$ cat src/hdl/nsfc_pkg.sv
// Shared widths, register codes and configuration types for the nearest-neighbor scaler.
`default_nettype none

package nsfc_pkg;

    localparam int COORD_W   = 12;
    localparam int DIM_W     = 13;
    localparam int MODE_W    = 2;
    localparam int CFG_IDX_W = 3;
    localparam int MAX_DIM   = 4096;

    localparam int PROD_W = 2 * DIM_W;
    localparam int LEN_W  = $clog2(MAX_DIM * MAX_DIM + 1);
    localparam int NUM_W  = LEN_W + DIM_W;
    localparam int Q_W    = COORD_W;

    localparam logic [MODE_W-1:0] MODE_FIT  = 2'd1;
    localparam logic [MODE_W-1:0] MODE_ZOOM = 2'd2;

    localparam logic [CFG_IDX_W-1:0] REG_SRC_WIDTH  = 3'd0;
    localparam logic [CFG_IDX_W-1:0] REG_SRC_HEIGHT = 3'd1;
    localparam logic [CFG_IDX_W-1:0] REG_DST_WIDTH  = 3'd2;
    localparam logic [CFG_IDX_W-1:0] REG_DST_HEIGHT = 3'd3;
    localparam logic [CFG_IDX_W-1:0] REG_FIT_MODE   = 3'd4;

    typedef enum logic [1:0] {
        AX_PLAIN,
        AX_LETTERBOX,
        AX_CROP
    } axis_kind_t;

    typedef struct packed {
        axis_kind_t         kind;
        logic [LEN_W-1:0]   offset;
        logic [LEN_W-1:0]   divisor;
        logic [DIM_W-1:0]   scale;
        logic [DIM_W-1:0]   limit;
    } axis_cfg_t;

    typedef struct packed {
        logic       enable;
        axis_cfg_t  ax_x;
        axis_cfg_t  ax_y;
    } frame_cfg_t;

endpackage

`default_nettype wire

$ cat src/hdl/nsfc_div_pipe.sv
// Pipelined restoring divider that resolves one quotient bit in each stage.
`default_nettype none

module nsfc_div_pipe
    import nsfc_pkg::*;
(
    input  logic             clk,
    input  logic             rst_n,
    input  logic             in_valid,
    input  logic             in_tag,
    input  logic [NUM_W-1:0] num,
    input  logic [LEN_W-1:0] den,
    output logic             out_valid,
    output logic             out_tag,
    output logic [Q_W-1:0]   quot
);

    logic [Q_W-1:0]   valid_reg;
    logic [Q_W-1:0]   tag_reg;
    logic [NUM_W-1:0] rem_reg  [0:Q_W-2];
    logic [Q_W-1:0]   quo_reg  [0:Q_W-1];

    logic [NUM_W-1:0] rem_src  [0:Q_W-1];
    logic [Q_W-1:0]   quo_src  [0:Q_W-1];
    logic [NUM_W-1:0] rem_next [0:Q_W-1];
    logic [Q_W-1:0]   quo_next [0:Q_W-1];

    always_comb
    begin
        logic [NUM_W-1:0] sub;
        rem_src[0] = num;
        quo_src[0] = '0;
        for (int k = 1; k < Q_W; k++)
        begin
            rem_src[k] = rem_reg[k-1];
            quo_src[k] = quo_reg[k-1];
        end
        for (int k = 0; k < Q_W; k++)
        begin
            sub = NUM_W'(den) << (Q_W - 1 - k);
            if (rem_src[k] >= sub)
            begin
                rem_next[k] = rem_src[k] - sub;
                quo_next[k] = quo_src[k] | (Q_W'(1) << (Q_W - 1 - k));
            end
            else
            begin
                rem_next[k] = rem_src[k];
                quo_next[k] = quo_src[k];
            end
        end
    end

    always_ff @(posedge clk or negedge rst_n)
    begin
        if (!rst_n)
        begin
            valid_reg <= '0;
        end
        else
        begin
            valid_reg <= {valid_reg[Q_W-2:0], in_valid};
        end
    end

    always_ff @(posedge clk)
    begin
        tag_reg <= {tag_reg[Q_W-2:0], in_tag};
        for (int k = 0; k < Q_W - 1; k++)
        begin
            rem_reg[k] <= rem_next[k];
        end
        for (int k = 0; k < Q_W; k++)
        begin
            quo_reg[k] <= quo_next[k];
        end
    end

    assign out_valid = valid_reg[Q_W-1];
    assign out_tag   = tag_reg[Q_W-1];
    assign quot      = quo_reg[Q_W-1];

endmodule

`default_nettype wire

$ cat config.mk
export PLATFORM = sky130hd
export DESIGN_NAME = nsfc_div_pipe
export DESIGN_NICKNAME = d
export VERILOG_FILES = /design/src/hdl/nsfc_pkg.sv /design/src/hdl/nsfc_div_pipe.sv
export SDC_FILE = /design/constraint.sdc
export NUM_CORES = 1
export LEC_CHECK = 0
export BUFFER_PORTS_ARGS = -buffer_cell sky130_fd_sc_hd__buf_2
export CAP_MARGIN = 20
export CORE_MARGIN = 10
export CORE_UTILIZATION = 40
export DETAILED_ROUTE_END_ITERATION = 7
export PLACE_DENSITY_LB_ADDON = 0.12
export SLEW_MARGIN = 20
export SYNTH_ARGS = -nofsm -noshare
export SYNTH_HDL_FRONTEND = slang
export SYNTH_SLANG_ARGS = --single-unit
$ cat constraint.sdc
create_clock -name clk -period 5 [get_ports clk]
set_clock_uncertainty 0.05 [all_clocks]
set_input_delay 0.75 -clock clk [delete_from_list [all_inputs] [get_ports clk]]
set_output_delay 0.75 -clock clk [all_outputs]
set_load 0.005 [all_outputs]
Word-level counts from Yosys, hierarchy flattened:

Memory sizes are Yosys's and may differ from the RTL's.
Index checks and enable logic that the tools add are counted.
Widths: inputs -> output; s select.

* register bits: 24
* input bits: 67
* bits in read-only memories: 0
* RAM bits: 562
* memories kept: 2
* logic and storage cells: 50
* bits in latches: 0
* output and inout port bits: 14

Memory list
* rem_reg: depth 11, width 38, rd ports 11, clocked after Yosys merged registers in 0, wr ports 11, line nsfc_div_pipe.sv:20 `logic [NUM_W-1:0] rem_reg [0:Q_W-2];`
* quo_reg: depth 12, width 12, rd ports 12, clocked after Yosys merged registers in 0, wr ports 12, line nsfc_div_pipe.sv:21 `logic [Q_W-1:0] quo_reg [0:Q_W-1];`

* add/subtract/negate cells: 11
* div/mod/pow operators: 0
* multiply operators: 0
* bitwise logic cells: 0
* magnitude comparators: 12
* eq/ne operators: 0
* shift operators: 0
* multiplexer cells: 23
* reductions and logical operators: 0

Operator list (number)
* $mux 38: 11
* $ge 38x25->1: 1
* $ge 38x26->1: 1
* $ge 38x27->1: 1
* $ge 38x28->1: 1
* $ge 38x29->1: 1
* $ge 38x30->1: 1
* $ge 38x31->1: 1
* $ge 38x32->1: 1
* $ge 38x33->1: 1
* $ge 38x34->1: 1
* $ge 38x35->1: 1
* $ge 38x36->1: 1
* $sub 38x26->38: 1
* $sub 38x27->38: 1
* $sub 38x28->38: 1
* $sub 38x29->38: 1
* $sub 38x30->38: 1
* $sub 38x31->38: 1
* $sub 38x32->38: 1
* $sub 38x33->38: 1
* $sub 38x34->38: 1
* $sub 38x35->38: 1
* $sub 38x36->38: 1
* other kinds (12): 12

Longest topological paths before layout:

Gate-level depths: netlist (run 1).
An unclocked memory read counts as a cell.

* depth in word-level cells: 3
* depth in mapped cells: 14
* mapped depth without buffers: 13

Least setup slack after synthesis (run 1):

OpenSTA, ideal clock, no wires.

* path kind: input port to flip-flop
* start point: input den[1]
* end point: memory rem_reg[5][28] (netlist bit)
* buffers on the path: 2
* data required time: 4.880 ns
* path slack: 1.052 ns
* library setup time: 0.070 ns
* arrival time: 3.829 ns
* stages: 12
* path through: inv_1 > fa_1 > a21o_1 > a221oi_1 > o221ai_1 > a31o_2 > a31oi_1 > o21a_1 > clkinv_1 > buf_2 > buf_2 > a21oi_1

RTL lines
* from (decl): line nsfc_div_pipe.sv:12 `input logic [LEN_W-1:0] den,`
* to (decl): line nsfc_div_pipe.sv:20

==> results.ini, run 1 <==
[status]
status=completed

[route]
wl_per_cell_um=19.6
viasPerCell=5.49
wl_mm=89.8
vias=25100
drc=0
drtIter0Drc=1576
drtPass1Iterations=5
ant_nets=0

[floorplanning]
rows=100
dieWidth_um=293
initial_core_util_pct=40.2
coreArea_mm2=0.0742
dieArea_mm2=0.0859
num_io_pins=81
die_h_um=293

[worst_setup_path]
crit_family=compound AO/OA/AOI/OAI gates
r2r_cells=12
reg2reg_from=rem_reg[2][8]
cp_data_arrival_time_ps=4390
path_cells=buf_2 > inv_1 > buf_4 > ha_1 > nor2b_1 > o31a_1 > o211ai_1 > o211ai_1 > a311oi_1 > buf_4 > o311ai_4 > nand3_1 > a2111oi_0 > xor2_1
startpoint=den[1]
cp.depth=14
endpoint_kind=flip-flop
cp-start-kind=primary input
endpoint=rem_reg[8][34]
cp_max_fo=19
reg2reg_to=rem_reg[3][25]
slowest_delay_ps=630
path_buf_inv=4
crit_path_top_delay_cell=o311ai_4
ff2ff_setup_slack_ps=1120
required_ps=5450
worstSetupPathType=in2reg

[clock_network]
clockRootBuffer=clkbuf_16
numClockSinks=520
cts-htree-levels=2
insertion_delay_ps=650
post_cts_buffers=0
cts_buffer_depth=3
hold_buffers=1
numCtsBuffers=57
clkTransAtPathRegs_ps=70
cts_tree=done
cts_resized=0

[timing]
setup_viol=0
maxSlewHeadroom_pct=38.9
tightest_slew_ps=916
period_share_pct=78.7
rsz0062_at_grt=false
fmax_ghz=0.254
slew_violations=0
setup_ws_ps=1060
hold_viol=0
tns_ps=0
period_needed_ps=3940

[synth]
yosysUniqueCellTypes=86
synth_area_leaders=dfxtp_1 34%, ha_1 13%, a21oi_1 6.0%
synth_top_cell_area_share_pct=34.1
syn_nets=3815
synth_seq_cells=520
yosysWarnings=0
netlist_top_cells_count=508 x dfxtp_1, 358 x a21oi_1, 300 x ha_1, 280 x nand2_1, 260 x nor2_1
seq_area_frac_synth_pct=35.1
synth_edf_count=0
netlist_area_mm2=0.0298
synth_most_common_cell=dfxtp_1
synth_top_area_cell=dfxtp_1
synth_cells=3437
synth_flop_cell=dfxtp_1
syn_avg_cell_area_um2=8.68
async_flop_share_pct=2.31

[placement]
post-dp-hpwl_mm=71.3
portBuffers=80
placed_cell_area_mm2=0.0318
dp_slack_ps=404
gp_congestion=0.912

[power]
power_density_mw_per_mm2=697
vdd_drop_max_mv=0.321
p_int_uw=13900
p_total_uw=23600
switching_share_pct=41.2
power_leakage_uw=0.0146
switchingPower_uw=9730
p_seq_share_pct=30.0
p_comb_share_pct=50.2
clock_power_share_pct=19.8

[global_routing]
overflow=0
grt-busiest-layer=met2
grt_max_degree=50
use_met2_pct=36.4
track_usage_pct=20.4
met1_usage_pct=24.5
grtUsageMet3_pct=2.90
antenna_found_initial=2
grt_pass1_wl_mm=139
grt_pass1_vias=24600

[cells_and_area]
syn_to_final_growth_pct=13.6
drive_above_1_share_pct=9.55
fin_util_pct=45.7
largest_reg_flops=418
design_area_mm2=0.0339
fin_nets=3933

[min_path]
hp-start=num[0]
hp-class=in2reg
min_path_cells=1

[job]
drv_cap=0

power by group through the flow:
stage | registers (uW) | clock network (uW) | logic, uW
floorplan | 6560 | 0 | 9120
global placement | 7190 | 0 | 11800
detailed placement | 7170 | 0 | 11700
CTS | 7090 | 4810 | 11800
global route | 7220 | 4970 | 13200
finish | 7080 | 4680 | 11800
cell type report:
class | instances | area, um2
antenna | 1 | 2.50
clock buffer | 66 | 1490
clock inverter | 40 | 621
fill | 7374 | 40300
inverter | 119 | 447
multi-input combinational | 2701 | 18600
sequential | 520 | 10500
tap | 969 | 1210
timing repair buffer | 156 | 1050
worst register-to-register path, stage by stage, from the launching register on:
cell       delay (ps)
dfxtp_1           370
inv_1              60
ha_1              210
fa_1              400
nand2b_1          180
a21oi_1           290
o221ai_1          220
a21oi_1           460
a21oi_1           220
o31a_1            190
o2111ai_4         460
buf_12            260
mux2_2            390
worst min-delay path by stage:
stage,end,slack [ps]
6_report,rem_reg[0][0],160
5_1_grt,tag_reg[0],140
4_1_cts,rem_reg[0][0],120
3_5_place_dp,quo_reg[1][23],260
3_3_place_gp,quo_reg[2][10],260
2_1_floorplan,quo_reg[0][23],260
cell families after synthesis:
family / Yosys count / synth area share [%]
DFF: 520 / 35.1
buffers and inverters: 216 / 2.84
AOI/OAI and AO/OA: 1041 / 21.7
muxes: 53 / 1.98
and+or+nand+nor: 999 / 16.3
adders and majority gates: 311 / 13.3
xor gates and xnor gates: 297 / 8.72
cells in the final DEF (no fill, tap or decap), types with 15 or more instances in the layout:
cell type,n
dfxtp_1,508
a21oi_1,358
ha_1,300
nand2_1,280
nor2_1,260
o21ai_0,240
xnor2_1,161
a21o_1,136
xor2_1,136
inv_1,117
buf_2,80
nand3_1,75
buf_4,69
nor3_1,59
clkbuf_16,57
nand2b_1,54
nand4_1,50
mux2_2,49
nor2b_1,44
o21a_1,41
nor4_1,37
o21bai_1,35
a211oi_1,31
o211ai_1,31
o31ai_1,22
and3_1,21
or3_1,20
a31oi_1,20
and2_1,18
or4_1,18
o31a_1,15
layer usage:
metal  wire length [um]  vias up
li1                   -    12700
met1              38500    11800
met2              43900      477
met3               3850      169
met4               3550        2
met5                 13        -
per-stage QoR:
step | hold WS (ps) | instances
6_report | 159 | 4572
5_1_grt | 142 | 4571
4_1_cts | 122 | 4571
3_5_place_dp | 262 | 4464
3_3_place_gp | 260 | 4464
2_1_floorplan | 260 | 3437
Power figures use the tool's default switching activity.
==> run 2: changes to the inputs <==
clock period = 4.1 ns   (was 5 ns; I/O delays follow)
==> run 2 against run 1 <==
Net effect: sequential share of layout area is 0.50 points lower; non-clock buffer count rose by 59; setup slack worse by 490 ps; clock power grew 19%; die area unchanged; global-route usage about the same; critical path type is now reg2reg; largest power group unchanged.
==> results.ini, run 2 (synthesis results as in run 1) <==
[clock_network]
cts_resized=0  ; unchanged
post_cts_buffers=0  ; unchanged
cts-htree-levels=2  ; unchanged
insertion_delay_ps=640  ; about the same
numCtsBuffers=60  ; +5.3%
hold_buffers=3  ; +2
cts_buffer_depth=3  ; unchanged
clockRootBuffer=clkbuf_16
clkTransAtPathRegs_ps=60  ; about the same
cts_tree=done
numClockSinks=520  ; unchanged

[worst_setup_path]
r2r_cells=15  ; +3
endpoint=rem_reg[5][36]
endpoint_kind=flip-flop
reg2reg_from=rem_reg[4][6]
ff2ff_setup_slack_ps=580  ; -540 ps
cp_max_fo=4  ; -15
cp_data_arrival_time_ps=4000  ; -390 ps
worstSetupPathType=reg2reg
required_ps=4580  ; -870 ps
reg2reg_to=rem_reg[5][36]
cp-start-kind=flip-flop
startpoint=rem_reg[4][6]

[route]
drtPass1Iterations=6  ; +1
drtIter0Drc=1723  ; +9.3%
wl_mm=90.1  ; +0.29%
drc=0  ; unchanged
wl_per_cell_um=19.4  ; -1.1%
viasPerCell=5.43  ; -1.0%
vias=25200  ; +0.39%
ant_nets=0  ; unchanged

[timing]
fin_hold_ws_ps=60.1  ; -98.6 ps
period_share_pct=85.9
tns_ps=0  ; unchanged
fmax_ghz=0.284
hold_viol=0  ; unchanged
tightest_slew_ps=594  ; -322 ps
period_needed_ps=3520
rsz0062_at_grt=false
setup_viol=0  ; unchanged
slew_violations=0  ; unchanged
maxSlewHeadroom_pct=59.4  ; +21 points

[cells_and_area]
drive_above_1_share_pct=11.1  ; +1.6 points
largest_reg_flops=418  ; unchanged
fin_util_pct=46.4  ; +0.76 points
most-common-layout-cells=508 x dfxtp_1, 358 x a21oi_1, 300 x ha_1
antenna_cells=0  ; -1
syn_to_final_growth_pct=15.4
final_common_cell=dfxtp_1
fin_nets=3995  ; +1.6%

[floorplanning]
die_h_um=293  ; unchanged
num_io_pins=81  ; unchanged
dieWidth_um=293  ; unchanged
coreArea_mm2=0.0742  ; unchanged
dieArea_mm2=0.0859  ; unchanged
initial_core_util_pct=40.2  ; unchanged
rows=100  ; unchanged

[global_routing]
antenna_found_initial=3  ; +1
grt_pass1_wl_mm=139  ; +0.12%
track_usage_pct=20.4  ; about the same
overflow=0  ; unchanged
grt_max_degree=50  ; unchanged
grt_pass1_vias=24600  ; +0.012%

[placement]
post-dp-hpwl_mm=70.5  ; -1.1%
portBuffers=80  ; unchanged
gp_congestion=0.910  ; -0.18%

[min_path]
hp-class=in2reg
hp-start=num[4]

[power]
vdd_drop_max_mv=0.382  ; +19%
power_density_mw_per_mm2=839  ; +20%
power_leakage_uw=0.0149  ; +2.3%

[status]
status=completed

[job]
drv_cap=0  ; unchanged

## run 2: worst max-delay path, cell delays in order (launching register included)
cell	delay (ps)
dfxtp_1	320
inv_1	70
ha_1	210
inv_1	70
fa_1	400
a21o_1	200
a221oi_1	280
buf_4	190
o221ai_1	180
a31o_2	330
a31oi_1	250
buf_4	170
nand2b_1	50
a21oi_1	300
o2111ai_1	160
xnor2_1	170
## run 2: worst min-delay path by stage
stage	slack [ps]	end	depth (start not counted)
global placement	260	quo_reg[1][47]	0
floorplan	260	quo_reg[0][23]	0
global route	30	rem_reg[0][9]	1
CTS	30	rem_reg[0][4]	1
detailed placement	260	quo_reg[1][46]	0
finish	60	rem_reg[0][4]	1
## run 2: through the flow
step	worst slack (ps)	power [uW]	instance area, um2	instances
2_1_floorplan	287	19100	29800	3437
3_3_place_gp	119	23400	32300	4521
3_5_place_dp	44.1	23300	32300	4521
4_1_cts	571	29000	34400	4638
5_1_grt	296	31200	34400	4638
6_report	576	28900	34400	4638
## run 2: final cells by class
type,count,area (um2)
Clock inverter,35,383
Multi-Input combinational cell,2701,18600
Timing Repair Buffer,215,1650
Sequential cell,520,10500
Fill cell,7264,39800
Clock buffer,79,1690
Tap cell,969,1210
Inverter,119,447
## run 2: power by group
group	leakage [uW]	internal, uW	switching [uW]
Sequential	0.00441	7110	1550
Combinational	0.00948	6650	8040
Clock	0.00101	3290	2250
## run 2: routing by layer
| metal | global-route usage [%] | routed length, um | vias to the layer above | part of all wire, % |
|---|---|---|---|---|
| met5 | 0 | 0 | - | 0 |
| met4 | 7.49 | 3330 | 0 | 3.7 |
| met3 | 2.26 | 2880 | 152 | 3.2 |
| met2 | 36.1 | 43800 | 446 | 49 |
| met1 | 25.1 | 40100 | 11700 | 45 |
| li1 | - | - | 12900 | - |
