## config.mk

```make
export PLATFORM = sky130hd
export DESIGN_NAME = nsfc_setup
export DESIGN_NICKNAME = d
export VERILOG_FILES = /design/src/hdl/nsfc_pkg.sv /design/src/hdl/nsfc_setup.sv
export SDC_FILE = /design/constraint.sdc
export NUM_CORES = 2
export LEC_CHECK = 0
export BUFFER_PORTS_ARGS = -buffer_cell sky130_fd_sc_hd__buf_4
export CAP_MARGIN = 10
export CORE_UTILIZATION = 50
export DETAILED_ROUTE_END_ITERATION = 10
export GPL_TIMING_DRIVEN = 0
export PLACE_DENSITY_LB_ADDON = 0.12
export SLEW_MARGIN = 25
export SYNTH_ARGS = -nofsm -noshare
export SYNTH_HDL_FRONTEND = slang
export SYNTH_SLANG_ARGS = --single-unit
export TNS_END_PERCENT = 20
```

## constraint.sdc

```tcl
create_clock -name clk -period 8.3 [get_ports clk]
set_clock_uncertainty 0.15 [all_clocks]
set_input_delay 1.245 -clock clk [delete_from_list [all_inputs] [get_ports clk]]
set_output_delay 1.245 -clock clk [all_outputs]
set_load 0.02 [all_outputs]
```

## src/hdl/nsfc_pkg.sv

```systemverilog
// Shared widths, register codes and configuration types for the nearest-neighbor scaler.
`default_nettype none

package nsfc_pkg;

    localparam int COORD_W   = 12;
    localparam int DIM_W     = 13;
    localparam int MODE_W    = 2;
    localparam int CFG_IDX_W = 3;
    localparam int MAX_DIM   = 4096;

    localparam int PROD_W = 2 * DIM_W;
    localparam int LEN_W  = $clog2(MAX_DIM * MAX_DIM + 1);
    localparam int NUM_W  = LEN_W + DIM_W;
    localparam int Q_W    = COORD_W;

    localparam logic [MODE_W-1:0] MODE_FIT  = 2'd1;
    localparam logic [MODE_W-1:0] MODE_ZOOM = 2'd2;

    localparam logic [CFG_IDX_W-1:0] REG_SRC_WIDTH  = 3'd0;
    localparam logic [CFG_IDX_W-1:0] REG_SRC_HEIGHT = 3'd1;
    localparam logic [CFG_IDX_W-1:0] REG_DST_WIDTH  = 3'd2;
    localparam logic [CFG_IDX_W-1:0] REG_DST_HEIGHT = 3'd3;
    localparam logic [CFG_IDX_W-1:0] REG_FIT_MODE   = 3'd4;

    typedef enum logic [1:0] {
        AX_PLAIN,
        AX_LETTERBOX,
        AX_CROP
    } axis_kind_t;

    typedef struct packed {
        axis_kind_t         kind;
        logic [LEN_W-1:0]   offset;
        logic [LEN_W-1:0]   divisor;
        logic [DIM_W-1:0]   scale;
        logic [DIM_W-1:0]   limit;
    } axis_cfg_t;

    typedef struct packed {
        logic       enable;
        axis_cfg_t  ax_x;
        axis_cfg_t  ax_y;
    } frame_cfg_t;

endpackage

`default_nettype wire

```

## src/hdl/nsfc_setup.sv

```systemverilog
// Configuration registers and the per-frame setup sequencer with its serial divider.
`default_nettype none

module nsfc_setup
    import nsfc_pkg::*;
(
    input  logic                 clk,
    input  logic                 rst_n,
    input  logic                 cfg_valid,
    output logic                 cfg_ready,
    input  logic [CFG_IDX_W-1:0] cfg_index,
    input  logic [DIM_W-1:0]     cfg_data,
    output logic                 active,
    output frame_cfg_t           frame_cfg
);

    localparam int CNT_W = $clog2(PROD_W);

    typedef enum logic [2:0] {
        ST_IDLE,
        ST_PREP,
        ST_CMP,
        ST_DIV,
        ST_FIN
    } state_t;

    state_t state_reg;
    state_t state_next;

    logic [DIM_W-1:0]  src_width_reg;
    logic [DIM_W-1:0]  src_height_reg;
    logic [DIM_W-1:0]  dst_width_reg;
    logic [DIM_W-1:0]  dst_height_reg;
    logic [MODE_W-1:0] fit_mode_reg;

    logic [DIM_W-1:0]  sw_reg;
    logic [DIM_W-1:0]  sh_reg;
    logic [DIM_W-1:0]  dw_reg;
    logic [DIM_W-1:0]  dh_reg;
    logic [PROD_W-1:0] p1_reg;
    logic [PROD_W-1:0] p2_reg;
    logic              fill_width_reg;
    logic              enable_reg;
    logic [DIM_W-1:0]  den_reg;
    logic [DIM_W:0]    rem_reg;
    logic [PROD_W-1:0] quo_reg;
    logic [CNT_W-1:0]  cnt_reg;
    frame_cfg_t        frame_cfg_reg;

    logic [DIM_W-1:0]  sw_c;
    logic [DIM_W-1:0]  sh_c;
    logic [DIM_W-1:0]  dw_c;
    logic [DIM_W-1:0]  dh_c;
    logic              wide;
    logic              fill_width_next;
    logic              enable_next;
    logic [DIM_W:0]    rem_shift;
    logic [DIM_W:0]    rem_next;
    logic [PROD_W-1:0] quo_next;
    logic [LEN_W-1:0]  len;
    frame_cfg_t        frame_cfg_next;
    logic              cfg_write;

    function automatic logic [DIM_W-1:0] clamp_dim(input logic [DIM_W-1:0] v);
        return (v > DIM_W'(MAX_DIM)) ? DIM_W'(MAX_DIM) : v;
    endfunction

    assign cfg_ready = 1'b1;
    assign cfg_write = cfg_valid & cfg_ready;
    assign active    = (state_reg != ST_IDLE);
    assign frame_cfg = frame_cfg_reg;

    always_ff @(posedge clk or negedge rst_n)
    begin
        if (!rst_n)
        begin
            src_width_reg  <= DIM_W'(640);
            src_height_reg <= DIM_W'(480);
            dst_width_reg  <= DIM_W'(640);
            dst_height_reg <= DIM_W'(480);
            fit_mode_reg   <= MODE_FIT;
        end
        else if (cfg_write)
        begin
            unique case (cfg_index)
                REG_SRC_WIDTH:  src_width_reg  <= cfg_data;
                REG_SRC_HEIGHT: src_height_reg <= cfg_data;
                REG_DST_WIDTH:  dst_width_reg  <= cfg_data;
                REG_DST_HEIGHT: dst_height_reg <= cfg_data;
                REG_FIT_MODE:   fit_mode_reg   <= cfg_data[MODE_W-1:0];
                default:        ;
            endcase
        end
    end

    always_comb
    begin
        sw_c = clamp_dim(src_width_reg);
        sh_c = clamp_dim(src_height_reg);
        dw_c = clamp_dim(dst_width_reg);
        dh_c = clamp_dim(dst_height_reg);

        wide            = (p1_reg > p2_reg);
        fill_width_next = (fit_mode_reg == MODE_FIT) ? wide : !wide;
        enable_next     = ((fit_mode_reg == MODE_FIT) || (fit_mode_reg == MODE_ZOOM)) &&
                          (sw_reg != '0) && (sh_reg != '0) &&
                          (dw_reg != '0) && (dh_reg != '0);

        rem_shift = {rem_reg[DIM_W-1:0], quo_reg[PROD_W-1]};
        if (rem_shift >= {1'b0, den_reg})
        begin
            rem_next = rem_shift - {1'b0, den_reg};
            quo_next = {quo_reg[PROD_W-2:0], 1'b1};
        end
        else
        begin
            rem_next = rem_shift;
            quo_next = {quo_reg[PROD_W-2:0], 1'b0};
        end

        len = quo_reg[LEN_W-1:0];

        frame_cfg_next.enable       = enable_reg;
        frame_cfg_next.ax_x.kind    = AX_PLAIN;
        frame_cfg_next.ax_x.offset  = '0;
        frame_cfg_next.ax_x.divisor = LEN_W'(dw_reg);
        frame_cfg_next.ax_x.scale   = sw_reg;
        frame_cfg_next.ax_x.limit   = dw_reg;
        frame_cfg_next.ax_y.kind    = AX_PLAIN;
        frame_cfg_next.ax_y.offset  = '0;
        frame_cfg_next.ax_y.divisor = LEN_W'(dh_reg);
        frame_cfg_next.ax_y.scale   = sh_reg;
        frame_cfg_next.ax_y.limit   = dh_reg;

        if (fit_mode_reg == MODE_FIT)
        begin
            if (fill_width_reg)
            begin
                frame_cfg_next.ax_y.kind    = AX_LETTERBOX;
                frame_cfg_next.ax_y.offset  = (LEN_W'(dh_reg) - len) >> 1;
                frame_cfg_next.ax_y.divisor = len;
            end
            else
            begin
                frame_cfg_next.ax_x.kind    = AX_LETTERBOX;
                frame_cfg_next.ax_x.offset  = (LEN_W'(dw_reg) - len) >> 1;
                frame_cfg_next.ax_x.divisor = len;
            end
        end
        else
        begin
            if (fill_width_reg)
            begin
                frame_cfg_next.ax_y.kind    = AX_CROP;
                frame_cfg_next.ax_y.offset  = (len - LEN_W'(dh_reg)) >> 1;
                frame_cfg_next.ax_y.divisor = len;
            end
            else
            begin
                frame_cfg_next.ax_x.kind    = AX_CROP;
                frame_cfg_next.ax_x.offset  = (len - LEN_W'(dw_reg)) >> 1;
                frame_cfg_next.ax_x.divisor = len;
            end
        end

        state_next = state_reg;
        unique case (state_reg)
            ST_IDLE: state_next = ST_IDLE;
            ST_PREP: state_next = ST_CMP;
            ST_CMP:  state_next = ST_DIV;
            ST_DIV:  state_next = (cnt_reg == '0) ? ST_FIN : ST_DIV;
            ST_FIN:  state_next = ST_IDLE;
            default: state_next = ST_IDLE;
        endcase
        if (cfg_write)
        begin
            state_next = ST_PREP;
        end
    end

    always_ff @(posedge clk or negedge rst_n)
    begin
        if (!rst_n)
        begin
            state_reg     <= ST_PREP;
            frame_cfg_reg <= '0;
        end
        else
        begin
            state_reg <= state_next;
            if (state_reg == ST_FIN)
            begin
                frame_cfg_reg <= frame_cfg_next;
            end
        end
    end

    always_ff @(posedge clk)
    begin
        unique case (state_reg)
            ST_PREP:
            begin
                sw_reg <= sw_c;
                sh_reg <= sh_c;
                dw_reg <= dw_c;
                dh_reg <= dh_c;
                p1_reg <= PROD_W'(sw_c) * PROD_W'(dh_c);
                p2_reg <= PROD_W'(dw_c) * PROD_W'(sh_c);
            end
            ST_CMP:
            begin
                fill_width_reg <= fill_width_next;
                enable_reg     <= enable_next;
                den_reg        <= fill_width_next ? sw_reg : sh_reg;
                quo_reg        <= fill_width_next ? p2_reg : p1_reg;
                rem_reg        <= '0;
                cnt_reg        <= CNT_W'(PROD_W - 1);
            end
            ST_DIV:
            begin
                rem_reg <= rem_next;
                quo_reg <= quo_next;
                cnt_reg <= cnt_reg - CNT_W'(1);
            end
            default: ;
        endcase
    end

endmodule

`default_nettype wire

```

# Word level (Yosys, flattened, before mapping)

Cells that the tools add are included.

Bits in registers: 377
Output and inout bits: 159
Word-level logic and storage cells: 93

Add/subtract/negate cells: 6
Multiply operators: 2
Order comparisons: 6
Equality and inequality tests: 10
Muxes and demuxes: 21
Reductions and logical operators: 19

Operator list:

| cell                                                 | number |
|---|---|
| two-way mux 52 bit                                   | 4 |
| two-way mux 51 bit                                   | 2 |
| two-way mux 13 bit                                   | 6 |
| > comparator 13 bit (second input constant)          | 4 |
| multiplier 13 x 13 -> 26 bit                         | 2 |
| one-hot mux 26 bit (2 select lines)                  | 1 |
| nonzero test 13 bit                                  | 4 |
| subtractor 13 x 25 -> 25 bit                         | 2 |
| subtractor 25 x 13 -> 25 bit                         | 2 |
| > comparator 26 bit                                  | 1 |
| two-way mux 26 bit                                   | 1 |
| one-hot mux 13 bit (2 select lines)                  | 1 |
| >= comparator 14 x 13 -> 1 bit                       | 1 |
| subtractor 13 bit                                    | 1 |
| equality test 3 x 2 -> 1 bit (second input constant) | 4 |
| one-hot mux 5 bit (2 select lines)                   | 1 |
| AND reduction 2 bit                                  | 5 |
| one-hot mux 3 bit (3 select lines)                   | 1 |
| equality test 3 x 1 -> 1 bit (second input constant) | 2 |
| equality test 3 bit (second input constant)          | 2 |
| two-way mux 3 bit                                    | 2 |
| logical NOT 5 bit                                    | 1 |
| subtractor 5 x 1 -> 5 bit (second input constant)    | 1 |
| logical AND 1 bit                                    | 4 |
| 8 further kinds                                      | 9 |

# Longest topological paths before layout

Depth in word-level cells: 6
Depth in mapped cells: 24

# Worst setup path before layout

OpenSTA, ideal clock, no wires.

Kind: register -> register
From: register state_reg[0]
To: register dh_reg[0], enable pin
Setup time: 0.715 ns
Arrival: 8.312 ns
Data required time: 7.435 ns
Slack: -0.877 ns
Cell stages (with the launch flop): 3
Buffers on the path: 1
Period minus slack after synthesis: 9.177 ns
Path through: dfstp_2 clkbuf_1 nor3b_1

Word-level cells in the longest chain between the ends: 1

Ends and longest elaborated chain:

| item                         | RTL line          | RTL |
|---|---|---|
| start: declaration           | nsfc_setup.sv:27  | `state_t state_reg;` |
| start signal: assignment     | nsfc_setup.sv:190 | `state_reg <= state_next;` |
| equality test 3 x 1 -> 1 bit | nsfc_setup.sv:200 | `unique case (state_reg)` |
| end signal: assignment       | nsfc_setup.sv:206 | `dh_reg <= dh_c;` |
| end: declaration             | nsfc_setup.sv:39  | `logic [DIM_W-1:0] dh_reg;` |

Every way passes these cells.
A chain may end at the register's enable or synchronous reset.

# Worst setup path in the final report

From: register dst_height_reg[12]
To: register p1_reg[25] (data pin)

Word-level cells in the longest chain between the ends: 3

Ends and longest elaborated chain:

| item                           | RTL line          | RTL |
|---|---|---|
| start: declaration             | nsfc_setup.sv:33  | `logic [DIM_W-1:0] dst_height_reg;` |
| start signal: assignment       | nsfc_setup.sv:89  | `REG_DST_HEIGHT: dst_height_reg <= cfg_data;` |
| > comparator 13 bit            | nsfc_setup.sv:65  | `return (v > DIM_W'(MAX_DIM)) ? DIM_W'(MAX_DIM) : v;` |
| two-way mux 13 bit *           | nsfc_setup.sv:65  |  |
| multiplier 13 x 13 -> 26 bit * | nsfc_setup.sv:207 | `p1_reg <= PROD_W'(sw_c) * PROD_W'(dh_c);` |
| end signal: assignment         | nsfc_setup.sv:207 |  |
| end: declaration               | nsfc_setup.sv:40  | `logic [PROD_W-1:0] p1_reg;` |

Mark *: on every way between the ends. The rest lies on a longest branch, timed or not.

==> summary.txt <==
status - finished, final reports clean
area of the mapped netlist - 0.0297 sq mm
Yosys top cell by area - dfrtp_1
Hold-fix buffers, CTS - 0
Worst EP required - 8.44 ns
type of the tightest min-delay check - reg -> reg
I/O pin count - 178
count of final setup violators - 0
Simple-Gate Fraction of Synth Area - 0.140
post-synthesis register bit count - 375
layout cells sized above 1 - 0.104
setup_tns - 0 ns
main combinational cell family by area after synthesis - adder cells
dominant synthesized flop cell - dfrtp_1
CTS Buffer Depth - 3
Skew-Pair Late Insertion Delay - 0.59 ns
RSZ-0062 raised after global routing - no
nets@finish - 3810
Site Rows - 88
Routed Antenna Nets - 0
number of buffers added on ports - 174
CORE AREA - 0.0581 sq mm
synthesis warning total - 0
Worst Max-Slew Pin Slew - 0.991 ns
clock sinks - 375
total grt overflow - 0
Die W - 246 microns
Synth top cells by count - 483 x nand2_1, 445 x inv_1, 247 x fa_1
Rel. slew slack - 0.335
Leak - 16.3 nW
H-tree depth - 2
initial core utilization - 0.511
Synth area leaders - dfrtp_1 17%, fa_1 17%, edfxtp_1 16%
mux cell area share after synthesis - 0.0484
cells after synthesis - 3083
initial antenna violation count - 2
ys async rst share - 0.565
final hold violation count - 0
Yosys top cell area share - 0.167
initial DRC count - 1672
Post-synth EDFFs - 163
Fin Hold WS - 0.316 ns
startpoint type of the worst setup path - flip-flop
CTS tree - yes
max FFs per register - 155
Critical Path Sink Type - flip-flop
Crit path arrival time - 7.74 ns
Post-CTS Setup Repair Bufs - 0
Synth Area in XOR/XNOR - 0.0271
Final period util - 0.916
first-pass GRT wire length - 136000 microns
WL final - 88100 microns
largest net degree at the start of global routing - 87
DR vias/cell - 5.60
total number of vias - 23000
Worst-path clk slew - 0.06 ns
max cap viols - 0
Fmax - 132 MHz
Final GP Congestion - 0.960
CP max FO - 10
PD cells - 292 mW/mm^2
Final Slew Violations - 0
drt pass-1 iters - 6
maximum vdd drop - 0.000179 V
Crit Path Category - reg -> reg
Detailed Place HPWL - 71300 microns
Avg WL per Cell - 21.4 microns
GRT Total Usage - 0.297
root buf cell - clkbuf_16
Compound-Gate Fraction of Synth Area - 0.0988
Die Height - 246 microns
Yosys cell types - 73
most frequent cell after synthesis - nand2_1
Seq/Total Area, Yosys - 0.344
die area - 0.0604 sq mm
clock buffer count from CTS - 42
# resized after CTS - 0
minimum clock period - 7.60 ns
DRC violations left - 0
vias in the first global route - 23400
Area Overhead vs Synth - 13.2%
Adder-Cell Fraction of Synth Area - 0.264
Avg Inst Size Synth - 9.63 sq um
[cell families after synthesis]
logic type               after synthesis
AO/OA/AOI/OAI                        445
adder cells (fa/ha/maj)              478
flip-flops                           375
multiplexers                         135
other                                  2
AND/OR/NAND/NOR                      953
buffers and inverters                603
XOR/XNOR                              92
[per-stage QoR]
step / cells / utilization / power (mW) / cell area (sq um) / worst slack (ns)
floorplan: 3084 / - / 6.23 / 29700 / 2.12
finish: 4110 / 0.578 / 9.81 / 33600 / 0.698
CTS: 4109 / 0.578 / 9.80 / 33600 / 0.817
global placement: 4023 / 0.550 / 7.71 / 32000 / 0.947
global route: 4109 / 0.578 / 10.5 / 33600 / 0.307
detailed placement: 4034 / 0.554 / 7.84 / 32200 / 0.805
[per-layer routing]
layer	track usage	part of all wire	up-vias
met3	0.0383	0.064	175
li1	-	-	10600
met1	0.401	0.43	11300
met2	0.487	0.47	899
met5	0	0.00014	-
met4	0.115	0.040	2
[final cells by class]
type,instances,area (sq um)
repair buffers,185,1510
plain buffers,130,529
fillers,5171,24500
inverters,473,1780
well taps,765,957
clock buffers,57,1160
flip-flops and latches,375,10200
clock inverters,18,255
multi-input cells,2106,17200
diodes,1,2.50
[power breakdown]
group / internal, mW / switching, mW
Combinational: 1.94 / 3.29
Sequential: 2.40 / 0.268
Clock: 1.14 / 0.780
Total: 5.48 / 4.33
[critical path: stages, from the launching register on]
cell and delay, ns:
dfrtp_1 0.45, clkbuf_1 0.47, nand2b_1 0.37, clkbuf_1 0.42, nor2_1 0.14, fa_1 0.55
inv_1 0.05, fa_1 0.49, inv_1 0.06, fa_1 0.51, fa_1 0.57, inv_1 0.05
fa_1 0.47, inv_1 0.04, ha_1 0.33, a21oi_1 0.29, o21ai_0 0.15, nand2_1 0.22
o41ai_1 0.17, o41ai_1 0.51, o21ai_0 0.26, o41ai_1 0.37, xnor2_1 0.21
[worst paths after layout]
path                                    start  cells past startpoint              to  slack (ns)
max                        dst_height_reg[12]                     22      p1_reg[25]        0.70
min                                enable_reg                      2  frame_cfg[156]        0.32
max reg2reg                dst_height_reg[12]                     22      p1_reg[25]        0.70
min reg2reg                        enable_reg                      2  frame_cfg[156]        0.32
max in group asynchronous               rst_n                      3    state_reg[0]        6.35
min in group asynchronous               rst_n                      1   frame_cfg[54]        0.44
[placed cells by master (no fill, tap or decap), drive strengths merged, types with 6 or more instances in the layout]
master,instances
and3,8
mux2i,67
ha,231
a211oi,24
xnor2,58
xor2,34
o211ai,20
nor2b,15
clkbuf,171
nand4,19
nand3,46
nand2b,49
inv,447
nor3,32
nand2,483
or3,9
a221oi,8
nor4,20
dfstp,14
buf,201
a21o,48
a22oi,6
fa,247
a31oi,22
a21oi,70
o21bai,10
nor2,221
edfxtp,163
clkinv,38
o21a,12
mux2,68
o31ai,31
dfrtp,198
a22o,16
o21ai,129
and2,32
No activity file was read; power rests on OpenSTA's default activity.
